<file path="src/hw/rtl/lebuf_pkg.sv">
// Shared constants, key codes and controller/datapath link types for the line edit buffer.
// No dependencies.
`timescale 1ns / 1ps

package lebuf_pkg;

    localparam int LINE_CAPACITY = 32;
    localparam int LEN_W         = $clog2(LINE_CAPACITY + 1);

    localparam logic [LEN_W-1:0] LEN_ZERO = '0;
    localparam logic [LEN_W-1:0] LEN_ONE  = LEN_W'(1);
    localparam logic [LEN_W-1:0] LEN_TWO  = LEN_W'(2);
    localparam logic [LEN_W-1:0] LEN_CAP  = LEN_W'(LINE_CAPACITY);

    // plain key bytes
    localparam logic [7:0] KEY_BACKSPACE = 8'd8;
    localparam logic [7:0] KEY_ENTER     = 8'd13;
    localparam logic [7:0] KEY_ESCAPE    = 8'd27;
    localparam logic [7:0] KEY_PREFIX    = 8'd224;

    // extended scan codes
    localparam logic [7:0] SC_HOME   = 8'd71;
    localparam logic [7:0] SC_UP     = 8'd72;
    localparam logic [7:0] SC_LEFT   = 8'd75;
    localparam logic [7:0] SC_RIGHT  = 8'd77;
    localparam logic [7:0] SC_END    = 8'd79;
    localparam logic [7:0] SC_DOWN   = 8'd80;
    localparam logic [7:0] SC_INSERT = 8'd82;
    localparam logic [7:0] SC_DELETE = 8'd83;

    typedef struct packed {
        logic load_key;
        logic advance;
    } leb_cmd_t;

    typedef struct packed {
        logic start_emit;
        logic emit_last;
    } leb_stat_t;

endpackage

</file>
<file path="src/hw/rtl/lebuf_datapath.sv">
// Line store, cursor/length/mode registers, key decode and result register.
// Depends on lebuf_pkg.
`timescale 1ns / 1ps

module lebuf_datapath (
    input  logic                         clk,
    input  logic                         rst_n,
    input  logic [7:0]                   key_code,
    input  logic                         extended,
    input  lebuf_pkg::leb_cmd_t          cmd,
    output lebuf_pkg::leb_stat_t         stat,
    output logic                         result_kind,
    output logic [7:0]                   char_value,
    output logic [5:0]                   cursor_pos,
    output logic [5:0]                   line_length,
    output logic                         insert_mode,
    output logic                         last
);

    typedef enum logic [1:0] {
        OP_HOLD,
        OP_WRITE,
        OP_INSERT,
        OP_REMOVE
    } store_op_t;

    logic [7:0]                  store_reg [lebuf_pkg::LINE_CAPACITY];
    logic [lebuf_pkg::LEN_W-1:0] cursor_reg, cursor_next;
    logic [lebuf_pkg::LEN_W-1:0] length_reg, length_next;
    logic                        insert_reg, insert_next;
    logic [lebuf_pkg::LEN_W-1:0] rem_reg, rem_next;

    logic                        kind_reg, kind_next;
    logic [7:0]                  char_reg, char_next;
    logic [lebuf_pkg::LEN_W-1:0] ocur_reg, ocur_next;
    logic [lebuf_pkg::LEN_W-1:0] olen_reg, olen_next;
    logic                        mode_reg, mode_next;
    logic                        last_reg, last_next;

    store_op_t                   op;
    logic [lebuf_pkg::LEN_W-1:0] pos;
    logic                        enter_fill;

    assign enter_fill = !extended && (key_code == lebuf_pkg::KEY_ENTER)
                        && (length_reg != lebuf_pkg::LEN_ZERO);

    assign stat.start_emit = enter_fill;
    assign stat.emit_last  = (rem_reg == lebuf_pkg::LEN_ONE);

    always_comb
    begin
        cursor_next = cursor_reg;
        length_next = length_reg;
        insert_next = insert_reg;
        rem_next    = rem_reg;
        op          = OP_HOLD;
        pos         = cursor_reg;
        kind_next   = kind_reg;
        char_next   = char_reg;
        ocur_next   = ocur_reg;
        olen_next   = olen_reg;
        mode_next   = mode_reg;
        last_next   = last_reg;

        if (cmd.load_key)
        begin
            if (extended)
            begin
                case (key_code)
                    lebuf_pkg::SC_HOME, lebuf_pkg::SC_DOWN:
                        cursor_next = lebuf_pkg::LEN_ZERO;
                    lebuf_pkg::SC_END, lebuf_pkg::SC_UP:
                        cursor_next = length_reg;
                    lebuf_pkg::SC_LEFT:
                        if (cursor_reg != lebuf_pkg::LEN_ZERO)
                            cursor_next = cursor_reg - lebuf_pkg::LEN_ONE;
                    lebuf_pkg::SC_RIGHT:
                        if (cursor_reg < length_reg)
                            cursor_next = cursor_reg + lebuf_pkg::LEN_ONE;
                    lebuf_pkg::SC_DELETE:
                        if (cursor_reg < length_reg)
                        begin
                            op          = OP_REMOVE;
                            pos         = cursor_reg;
                            length_next = length_reg - lebuf_pkg::LEN_ONE;
                        end
                    lebuf_pkg::SC_INSERT:
                        insert_next = ~insert_reg;
                    default:
                        ;
                endcase
            end
            else
            begin
                case (key_code)
                    lebuf_pkg::KEY_ENTER:
                        if (length_reg != lebuf_pkg::LEN_ZERO)
                        begin
                            cursor_next = lebuf_pkg::LEN_ZERO;
                            length_next = lebuf_pkg::LEN_ZERO;
                        end
                    lebuf_pkg::KEY_BACKSPACE:
                        if (cursor_reg != lebuf_pkg::LEN_ZERO)
                        begin
                            cursor_next = cursor_reg - lebuf_pkg::LEN_ONE;
                            op          = OP_REMOVE;
                            pos         = cursor_reg - lebuf_pkg::LEN_ONE;
                            length_next = length_reg - lebuf_pkg::LEN_ONE;
                        end
                    lebuf_pkg::KEY_ESCAPE:
                    begin
                        cursor_next = lebuf_pkg::LEN_ZERO;
                        length_next = lebuf_pkg::LEN_ZERO;
                    end
                    lebuf_pkg::KEY_PREFIX:
                        ;
                    default:
                        if (!insert_reg)
                        begin
                            if (cursor_reg < lebuf_pkg::LEN_CAP)
                            begin
                                op          = OP_WRITE;
                                cursor_next = cursor_reg + lebuf_pkg::LEN_ONE;
                                if (cursor_reg == length_reg)
                                    length_next = length_reg + lebuf_pkg::LEN_ONE;
                            end
                        end
                        else if (length_reg < lebuf_pkg::LEN_CAP)
                        begin
                            op          = OP_INSERT;
                            cursor_next = cursor_reg + lebuf_pkg::LEN_ONE;
                            length_next = length_reg + lebuf_pkg::LEN_ONE;
                        end
                endcase
            end

            kind_next = enter_fill;
            char_next = enter_fill ? store_reg[0] : 8'd0;
            ocur_next = cursor_next;
            olen_next = length_next;
            mode_next = insert_next;
            last_next = enter_fill ? (length_reg == lebuf_pkg::LEN_ONE) : 1'b1;
            rem_next  = length_reg;
        end
        else if (cmd.advance)
        begin
            // emission walks the line out of entry 0
            op        = OP_REMOVE;
            pos       = lebuf_pkg::LEN_ZERO;
            char_next = store_reg[1];
            last_next = (rem_reg == lebuf_pkg::LEN_TWO);
            rem_next  = rem_reg - lebuf_pkg::LEN_ONE;
        end
    end

    for (genvar i = 0; i < lebuf_pkg::LINE_CAPACITY; i++)
    begin : g_entry
        localparam logic [lebuf_pkg::LEN_W-1:0] POS = lebuf_pkg::LEN_W'(i);
        logic [7:0] prev_char;
        logic [7:0] succ_char;
        logic [7:0] entry_next;

        if (i > 0)
        begin : g_prev
            assign prev_char = store_reg[i-1];
        end
        else
        begin : g_prev0
            assign prev_char = store_reg[i];
        end

        if (i < lebuf_pkg::LINE_CAPACITY - 1)
        begin : g_succ
            assign succ_char = store_reg[i+1];
        end
        else
        begin : g_succ_end
            assign succ_char = store_reg[i];
        end

        always_comb
        begin
            entry_next = store_reg[i];
            case (op)
                OP_WRITE:
                    if (POS == pos)
                        entry_next = key_code;
                OP_INSERT:
                    if (POS == pos)
                        entry_next = key_code;
                    else if (POS > pos)
                        entry_next = prev_char;
                OP_REMOVE:
                    if (POS >= pos)
                        entry_next = succ_char;
                default:
                    ;
            endcase
        end

        always_ff @(posedge clk)
        begin
            store_reg[i] <= entry_next;
        end
    end

    always_ff @(posedge clk or negedge rst_n)
    begin
        if (!rst_n)
        begin
            cursor_reg <= lebuf_pkg::LEN_ZERO;
            length_reg <= lebuf_pkg::LEN_ZERO;
            insert_reg <= 1'b0;
            rem_reg    <= lebuf_pkg::LEN_ZERO;
        end
        else
        begin
            cursor_reg <= cursor_next;
            length_reg <= length_next;
            insert_reg <= insert_next;
            rem_reg    <= rem_next;
        end
    end

    always_ff @(posedge clk)
    begin
        kind_reg <= kind_next;
        char_reg <= char_next;
        ocur_reg <= ocur_next;
        olen_reg <= olen_next;
        mode_reg <= mode_next;
        last_reg <= last_next;
    end

    assign result_kind = kind_reg;
    assign char_value  = char_reg;
    assign cursor_pos  = 6'(ocur_reg);
    assign line_length = 6'(olen_reg);
    assign insert_mode = mode_reg;
    assign last        = last_reg;

endmodule

</file>
<file path="src/hw/rtl/lebuf_ctrl.sv">
// Controller: key/result handshakes and sequencing of status and line emission beats.
// Depends on lebuf_pkg.
`timescale 1ns / 1ps

module lebuf_ctrl (
    input  logic                  clk,
    input  logic                  rst_n,
    input  logic                  key_valid,
    output logic                  key_ready,
    output logic                  res_valid,
    input  logic                  res_ready,
    input  lebuf_pkg::leb_stat_t  stat,
    output lebuf_pkg::leb_cmd_t   cmd
);

    typedef enum logic [1:0] {
        S_IDLE,
        S_STATUS,
        S_EMIT
    } state_t;

    state_t state_reg, state_next;
    logic   res_valid_reg, res_valid_next;
    logic   key_take;

    // a new key may land on the edge that takes the final result beat
    always_comb
    begin
        case (state_reg)
            S_IDLE:   key_ready = 1'b1;
            S_STATUS: key_ready = res_ready;
            S_EMIT:   key_ready = res_ready && stat.emit_last;
            default:  key_ready = 1'b0;
        endcase
    end

    assign key_take = key_valid && key_ready;

    always_comb
    begin
        state_next     = state_reg;
        res_valid_next = res_valid_reg;
        cmd.load_key   = key_take;
        cmd.advance    = 1'b0;

        if (key_take)
        begin
            state_next     = stat.start_emit ? S_EMIT : S_STATUS;
            res_valid_next = 1'b1;
        end
        else
        begin
            case (state_reg)
                S_STATUS:
                    if (res_ready)
                    begin
                        state_next     = S_IDLE;
                        res_valid_next = 1'b0;
                    end
                S_EMIT:
                    if (res_ready)
                    begin
                        if (stat.emit_last)
                        begin
                            state_next     = S_IDLE;
                            res_valid_next = 1'b0;
                        end
                        else
                        begin
                            cmd.advance = 1'b1;
                        end
                    end
                default:
                    ;
            endcase
        end
    end

    always_ff @(posedge clk or negedge rst_n)
    begin
        if (!rst_n)
        begin
            state_reg     <= S_IDLE;
            res_valid_reg <= 1'b0;
        end
        else
        begin
            state_reg     <= state_next;
            res_valid_reg <= res_valid_next;
        end
    end

    assign res_valid = res_valid_reg;

endmodule

</file>
<file path="src/hw/rtl/line_edit_buffer_unit.sv">
// Top level of the line edit buffer: controller plus datapath.
// Depends on lebuf_pkg, lebuf_ctrl, lebuf_datapath.
//
//   channel | handshake             | payload
//   key     | key_valid / key_ready | key_code, extended
//   result  | res_valid / res_ready | result_kind, char_value, cursor_pos,
//           |                       | line_length, insert_mode, last
//
// A key is decoded and applied in the cycle it is accepted; its status beat
// is registered and shows the next cycle. Enter on a non-empty line emits one
// beat per held character (up to LINE_CAPACITY beats), shifted out of entry 0.
// A new key is taken on the same edge that takes the final result beat.
// Reset clears cursor, length and mode; line contents are undefined until written.
`timescale 1ns / 1ps

module line_edit_buffer_unit (
    input  logic       clk,
    input  logic       rst_n,
    input  logic       key_valid,
    output logic       key_ready,
    input  logic [7:0] key_code,
    input  logic       extended,
    output logic       res_valid,
    input  logic       res_ready,
    output logic       result_kind,
    output logic [7:0] char_value,
    output logic [5:0] cursor_pos,
    output logic [5:0] line_length,
    output logic       insert_mode,
    output logic       last
);

    lebuf_pkg::leb_cmd_t  cmd;
    lebuf_pkg::leb_stat_t stat;

    lebuf_ctrl u_ctrl (
        .clk       (clk),
        .rst_n     (rst_n),
        .key_valid (key_valid),
        .key_ready (key_ready),
        .res_valid (res_valid),
        .res_ready (res_ready),
        .stat      (stat),
        .cmd       (cmd)
    );

    lebuf_datapath u_datapath (
        .clk         (clk),
        .rst_n       (rst_n),
        .key_code    (key_code),
        .extended    (extended),
        .cmd         (cmd),
        .stat        (stat),
        .result_kind (result_kind),
        .char_value  (char_value),
        .cursor_pos  (cursor_pos),
        .line_length (line_length),
        .insert_mode (insert_mode),
        .last        (last)
    );

endmodule

</file>
<file path="config.mk">
export PLATFORM = sky130hd
export DESIGN_NAME = line_edit_buffer_unit
export DESIGN_NICKNAME = d
export VERILOG_FILES = /design/src/hw/rtl/lebuf_pkg.sv /design/src/hw/rtl/lebuf_datapath.sv /design/src/hw/rtl/lebuf_ctrl.sv /design/src/hw/rtl/line_edit_buffer_unit.sv
export SDC_FILE = /design/constraint.sdc
export NUM_CORES = 1
export LEC_CHECK = 0
export ABC_AREA = 1
export CAP_MARGIN = 40
export CORE_UTILIZATION = 30
export CTS_CLUSTER_DIAMETER = 80
export DETAILED_ROUTE_END_ITERATION = 6
export DONT_BUFFER_PORTS = 1
export GPL_TIMING_DRIVEN = 1
export PLACE_DENSITY = 0.44
export SETUP_SLACK_MARGIN = 0.4
export SYNTH_ARGS = -nofsm -noshare
export SYNTH_HDL_FRONTEND = slang
export SYNTH_HIERARCHICAL = 1
export SYNTH_SLANG_ARGS = --single-unit
export TNS_END_PERCENT = 100
</file>
<file path="constraint.sdc">
create_clock -name clk -period 9.8 [get_ports clk]
set_input_delay 0.98 -clock clk [delete_from_list [all_inputs] [get_ports clk]]
set_output_delay 0.98 -clock clk [all_outputs]
set_load 0.005 [all_outputs]
</file>
# --- Word level (Yosys, flattened, before mapping) ---
# Memory sizes are Yosys's and may differ from the RTL's.
# Cells that the tools add are included.
totals:
  register_bits: 45
  mem_bits_rw: 256
  inputBits: 13
  out_inout_bits: 25
  elab_cells: 371
  memories: 1
mem_list:
  columns: ["name", "words", "word_bits", "rd", "rd_ports_with_merged_regs", "wr", "line_no", "text"]
  rows:
  - ["u_datapath.store_reg", 32, 8, 32, 0, 32, "lebuf_datapath.sv:27", "logic [7:0] store_reg [lebuf_pkg::LINE_CAPACITY];"]
op_classes:
  add_sub_neg: 5
  n_lt_le_gt_ge: 65
  eq_ne: 55
  n_mux: 216
  bitwise: 1
  n_reduce_logical: 16
op_table:
  columns: ["cell", "count"]
  rows:
  - ["8-bit two-way mux", 128]
  - ["8-bit one-hot mux with 3 select lines", 30]
  - ["6-bit two-way mux", 22]
  - ["5-bit by 6-bit == test with 1-bit output, first input constant", 16]
  - ["5-bit by 6-bit greater-than comparator with 1-bit output, first input constant", 16]
  - ["5-bit by 6-bit >= comparator with 1-bit output, first input constant", 15]
  - ["6-bit one-hot mux with 4 select lines", 3]
  - ["8-bit by 7-bit == test with 1-bit output, second input constant", 8]
  - ["4-bit by 6-bit == test with 1-bit output, first input constant", 8]
  - ["4-bit by 6-bit >= comparator with 1-bit output, first input constant", 8]
  - ["4-bit by 6-bit greater-than comparator with 1-bit output, first input constant", 8]
  - ["8-bit one-hot mux with 2 select lines", 2]
  - ["2-bit two-way mux", 13]
  - ["3-bit by 6-bit == test with 1-bit output, first input constant", 4]
  - ["3-bit by 6-bit >= comparator with 1-bit output, first input constant", 4]
  - ["3-bit by 6-bit greater-than comparator with 1-bit output, first input constant", 4]
  - ["6-bit by 1-bit subtractor with 6-bit output, second input constant", 3]
  - ["8-bit by 4-bit == test with 1-bit output, second input constant", 2]
  - ["1-bit two-way mux", 14]
  - ["6-bit by 1-bit adder with 6-bit output, second input constant", 2]
  - ["2-bit by 6-bit == test with 1-bit output, first input constant", 2]
  - ["6-bit by 1-bit == test with 1-bit output, second input constant", 2]
  - ["1-bit by 6-bit >= comparator with 1-bit output, first input constant", 2]
  - ["2-bit by 6-bit >= comparator with 1-bit output, first input constant", 2]
  - ["other kinds (27)", 40]

# --- Logic depth before layout (Yosys ltp) ---
depth:
  word_depth: 11
  mapped_depth: 22
  mapped_depth_nobuf: 19

# --- By module ---
# The synthesis kept the hierarchy.
by_module_without_submodules:
  columns: ["mod", "instances", "cells_per_inst", "area_each_um2", "seq_area_each_um2"]
  rows:
  - ["lebuf_datapath", 1, 2423, 19323.5, 8853.5]
  - ["lebuf_ctrl", 1, 26, 185.2, 75.1]

# --- Least setup slack after synthesis ---
# OpenSTA, ideal clock, no wires.
synth_path:
  path_kind: "input -> register"
  startpoint: "input port key_code[2]"
  endpoint: "memory u_datapath.store_reg[31][0], in the netlist u_datapath/store_reg[1][120] (enable)"
  setup_ns: 0.375
  t_arrival_ns: 3.892
  required_ns: 9.425
  setup_slack_ns: 5.532
  path_stages: 16
  n_path_buf: 4
  cell_sequence: "buf_2 > nor2_1 > inv_1 > nor3_1 > inv_1 > nor2_1 > inv_1 > a21oi_1 > a21oi_1 > inv_1 > ha_1 > clkbuf_1 > buf_1 > clkbuf_1 > nor2_1 > a21oi_1"
synth_rtl:
  columns: ["item", "line_no", "text"]
  rows:
  - ["from (decl)", "line_edit_buffer_unit.sv:21", "input logic [7:0] key_code,"]
  - ["to (decl)", "lebuf_datapath.sv:27", null]

==> qor.yml <==
clk_path_buf_depth: 3
switching_share_pct: 41.7
crit_type: "register to register"
met3_usage_pct: 2.68
clkSlewWorstSetupHoldPaths_ns: 0.06
max-slew-margin-rel_pct: 38.4
route.final.wire_length_um: 71800
start_kind: "register"
mostFrequentLayoutCell: "nand2_1"
grt_overflow: 0
cts_max_level: 2
finalMaxSlewViolations: 0
syn_area_per_cell_um2: 7.97
drcViolationCount: 0
dp_hpwl_um: 45700
clockRootBuffer: "clkbuf_16"
timing.final.crit_period_ns: 5.65
powerDensity_mw_per_mm2: 242
hp-class: "input pin to asynchronous set/reset pin"
drive_above_1_share_pct: 8.50
power_switching_uw: 2170
grt.total_usage_pct: 21.2
crit_chain: "clkinv_1 -> ha_1 -> nand2_1 -> nor2_1 -> o21ai_0 -> nand2_1 -> nor2_1 -> inv_1 -> a21oi_1 -> a21oi_1 -> inv_1 -> ha_4 -> buf_4 -> inv_1 -> nand2_1 -> nor2_4 -> buf_4 -> a21oi_1 -> o21ai_1"
fin_util_pct: 33.4
start_util_pct: 30.3
async_flop_share_pct: 7.31
synth.distinct_cells: 45
fin_setup_tns_ns: 0
p_leak_uw: 0.00743
crit_path_start: "u_datapath/length_reg[3]$_DFFE_PN0P_"
reg2regPathDepth: 19
synth-edff-count: 279
largest_reg_flops: 256
synthCells: 2449
core_mm2: 0.0643
fin_crit_sh_pct: 57.7
die_w_um: 257
antenna_cells: 0
busiest_layer: "met2"
vdd_drop_max_v: 0.000108
fmax_mhz: 177
endpoint_kind: "register"
hold_buffers: 0
syn_area_mm2: 0.0195
cts_tree: "yes"
io_buffers: 0
cts_setup_buffers: 0
status: "finished, final reports clean"
cts-buffers-inserted: 40
firstDrtPassIters: 6
gpl.final_weighted_congestion: 0.906
pwr-share-seq_pct: 35.3
grt_pass1_vias: 17100
r2r-start: "u_datapath/length_reg[3]$_DFFE_PN0P_"
wl_per_cell_um: 22.4
cp_slowest_cell: "buf_4"
area_growth_pct: 10.3
setup_viol: 0
rows: 93
hold_viol: 0
grt_setup_unrepaired: "false"
dp_slack_ns: 3.77
layout_common_cells: "nand2_1 (487), a21oi_1 (482), nand3_1 (344), edfxtp_1 (279), o21ai_1 (206)"
worst_slew_pin_slew_ns: 0.916
fillCellCount: 6762
numClockSinks: 301
cts_resized: 0
yosys_warnings: 6
num_io_pins: 38
worstSetupEndpoint: "u_datapath/store_reg[0][85]$_DFFE_PP_"
synthFlopType: "edfxtp_1"
comb_power_share_pct: 35.6
cap_violations: 0
fin_ws_ns: 4.15
skew_ns: 0.0354
clock_latency_ns: 0.58
ys_ff_latch: 301
drt_iter0_markers: 1765
die_area_mm2: 0.0661
rrSetupSlack_ns: 4.15
grt_util_met1_pct: 29.6
cp.arrival_ns: 5.98
die_height_um: 257
drt.antenna.violating_nets: 0
use_met2_pct: 33.8
nets: 2357
power.share.clock_pct: 29.1
via_per_inst: 5.58
syn-num-nets: 2483
critPathRequiredTime_ns: 10.13
r2r_end: "u_datapath/store_reg[0][85]$_DFFE_PP_"
internal_power_uw: 3040
vias: 17900
slowest_delay_ns: 0.72
grt_start_max_net_pins: 139
grt_pass1_wl_um: 109000
ys_seq_area_share_pct: 45.8
antenna_found_initial: 0
cp_max_fo: 74
==> worst min path at each step <==
| stage | slack (ns) | cells after the start | end |
|---|---|---|---|
| 2_1_floorplan | 0.46 | 2 | u_ctrl/res_valid$_DFFE_PN0P_ |
| 3_3_place_gp | 0.49 | 2 | u_ctrl/res_valid$_DFFE_PN0P_ |
| 3_5_place_dp | 0.51 | 2 | u_ctrl/res_valid$_DFFE_PN0P_ |
| 4_1_cts | 0.07 | 0 | u_datapath/insert_reg$_DFFE_PN0P_ |
| 5_1_grt | 0.08 | 0 | u_datapath/insert_reg$_DFFE_PN0P_ |
| 6_report | 0.1 | 0 | u_datapath/insert_reg$_DFFE_PN0P_ |
==> Yosys cell counts, types with 13 or more instances <==
library cell	instances	share of area [%]
nand2_2	17	0.55
ha_1	21	1.3
inv_2	14	0.27
inv_1	103	2.0
a21oi_1	482	12
nand3_1	344	8.8
nor2_1	60	1.2
nand2_1	487	9.4
dfrtp_1	22	2.8
buf_2	56	1.4
edfxtp_1	279	43
o21ai_1	206	5.3
clkbuf_1	94	1.8
buf_1	30	0.58
o211ai_1	13	0.50
buf_4	29	1.1
o21ai_0	69	1.8
nor2_4	18	1.0
==> layer usage <==
metal,up-vias,part of all wire (%)
met1,8748,45
li1,8368,-
met5,-,0
met3,112,6.3
met2,677,46
met4,0,2.8
==> kinds of logic (layout without fill, tap and decap cells) <==
| family | after synthesis | after routing | share of synthesized area, % |
|---|---|---|---|
| simple gates | 984 | 984 | 23.9 |
| fa+ha+maj | 21 | 21 | 1.35 |
| buf+inv | 340 | 243 | 7.73 |
| flops | 301 | 301 | 45.8 |
| compound gates | 790 | 790 | 20.7 |
| xor+xnor | 13 | 13 | 0.584 |
==> critical path, delay by kind of cell, from the launching register on <==
kind / cells / cell delay, ns
buffers and inverters: 6 / 2.13
flip-flops: 1 / 0.44
AND/OR/NAND/NOR: 6 / 1.16
AO/OA/AOI/OAI: 5 / 0.92
adder cells (fa/ha/maj): 2 / 0.72
==> power groups by stage <==
| stage | Combinational, uW | Clock, uW | Sequential (uW) |
|---|---|---|---|
| 2_1_floorplan | 1390 | 0 | 1760 |
| 3_3_place_gp | 1760 | 0 | 1870 |
| 3_5_place_dp | 1830 | 0 | 1860 |
| 4_1_cts | 1840 | 1560 | 1840 |
| 5_1_grt | 2030 | 1600 | 1860 |
| 6_report | 1860 | 1520 | 1840 |
==> metrics by stage <==
stage	power (uW)	std cells	cell area, um2	hold slack (ns)
6_report	5220	3207	21500	0.0975
3_5_place_dp	3690	3134	20200	0.509
3_3_place_gp	3620	3115	19800	0.490
5_1_grt	5490	3207	21500	0.0760
4_1_cts	5230	3205	21500	0.0666
2_1_floorplan	3150	2449	19500	0.464
==> cell type report <==
cell class | count | area, um2 | area share [%]
Inverter | 125 | 478 | 2.22
Tap cell | 855 | 1070 | 4.97
Clock inverter | 25 | 289 | 1.34
Clock buffer | 46 | 1020 | 4.76
Timing Repair Buffer | 47 | 563 | 2.62
Sequential cell | 301 | 8930 | 41.5
Multi-Input combinational cell | 1808 | 9160 | 42.6
Power figures use the tool's default switching activity.
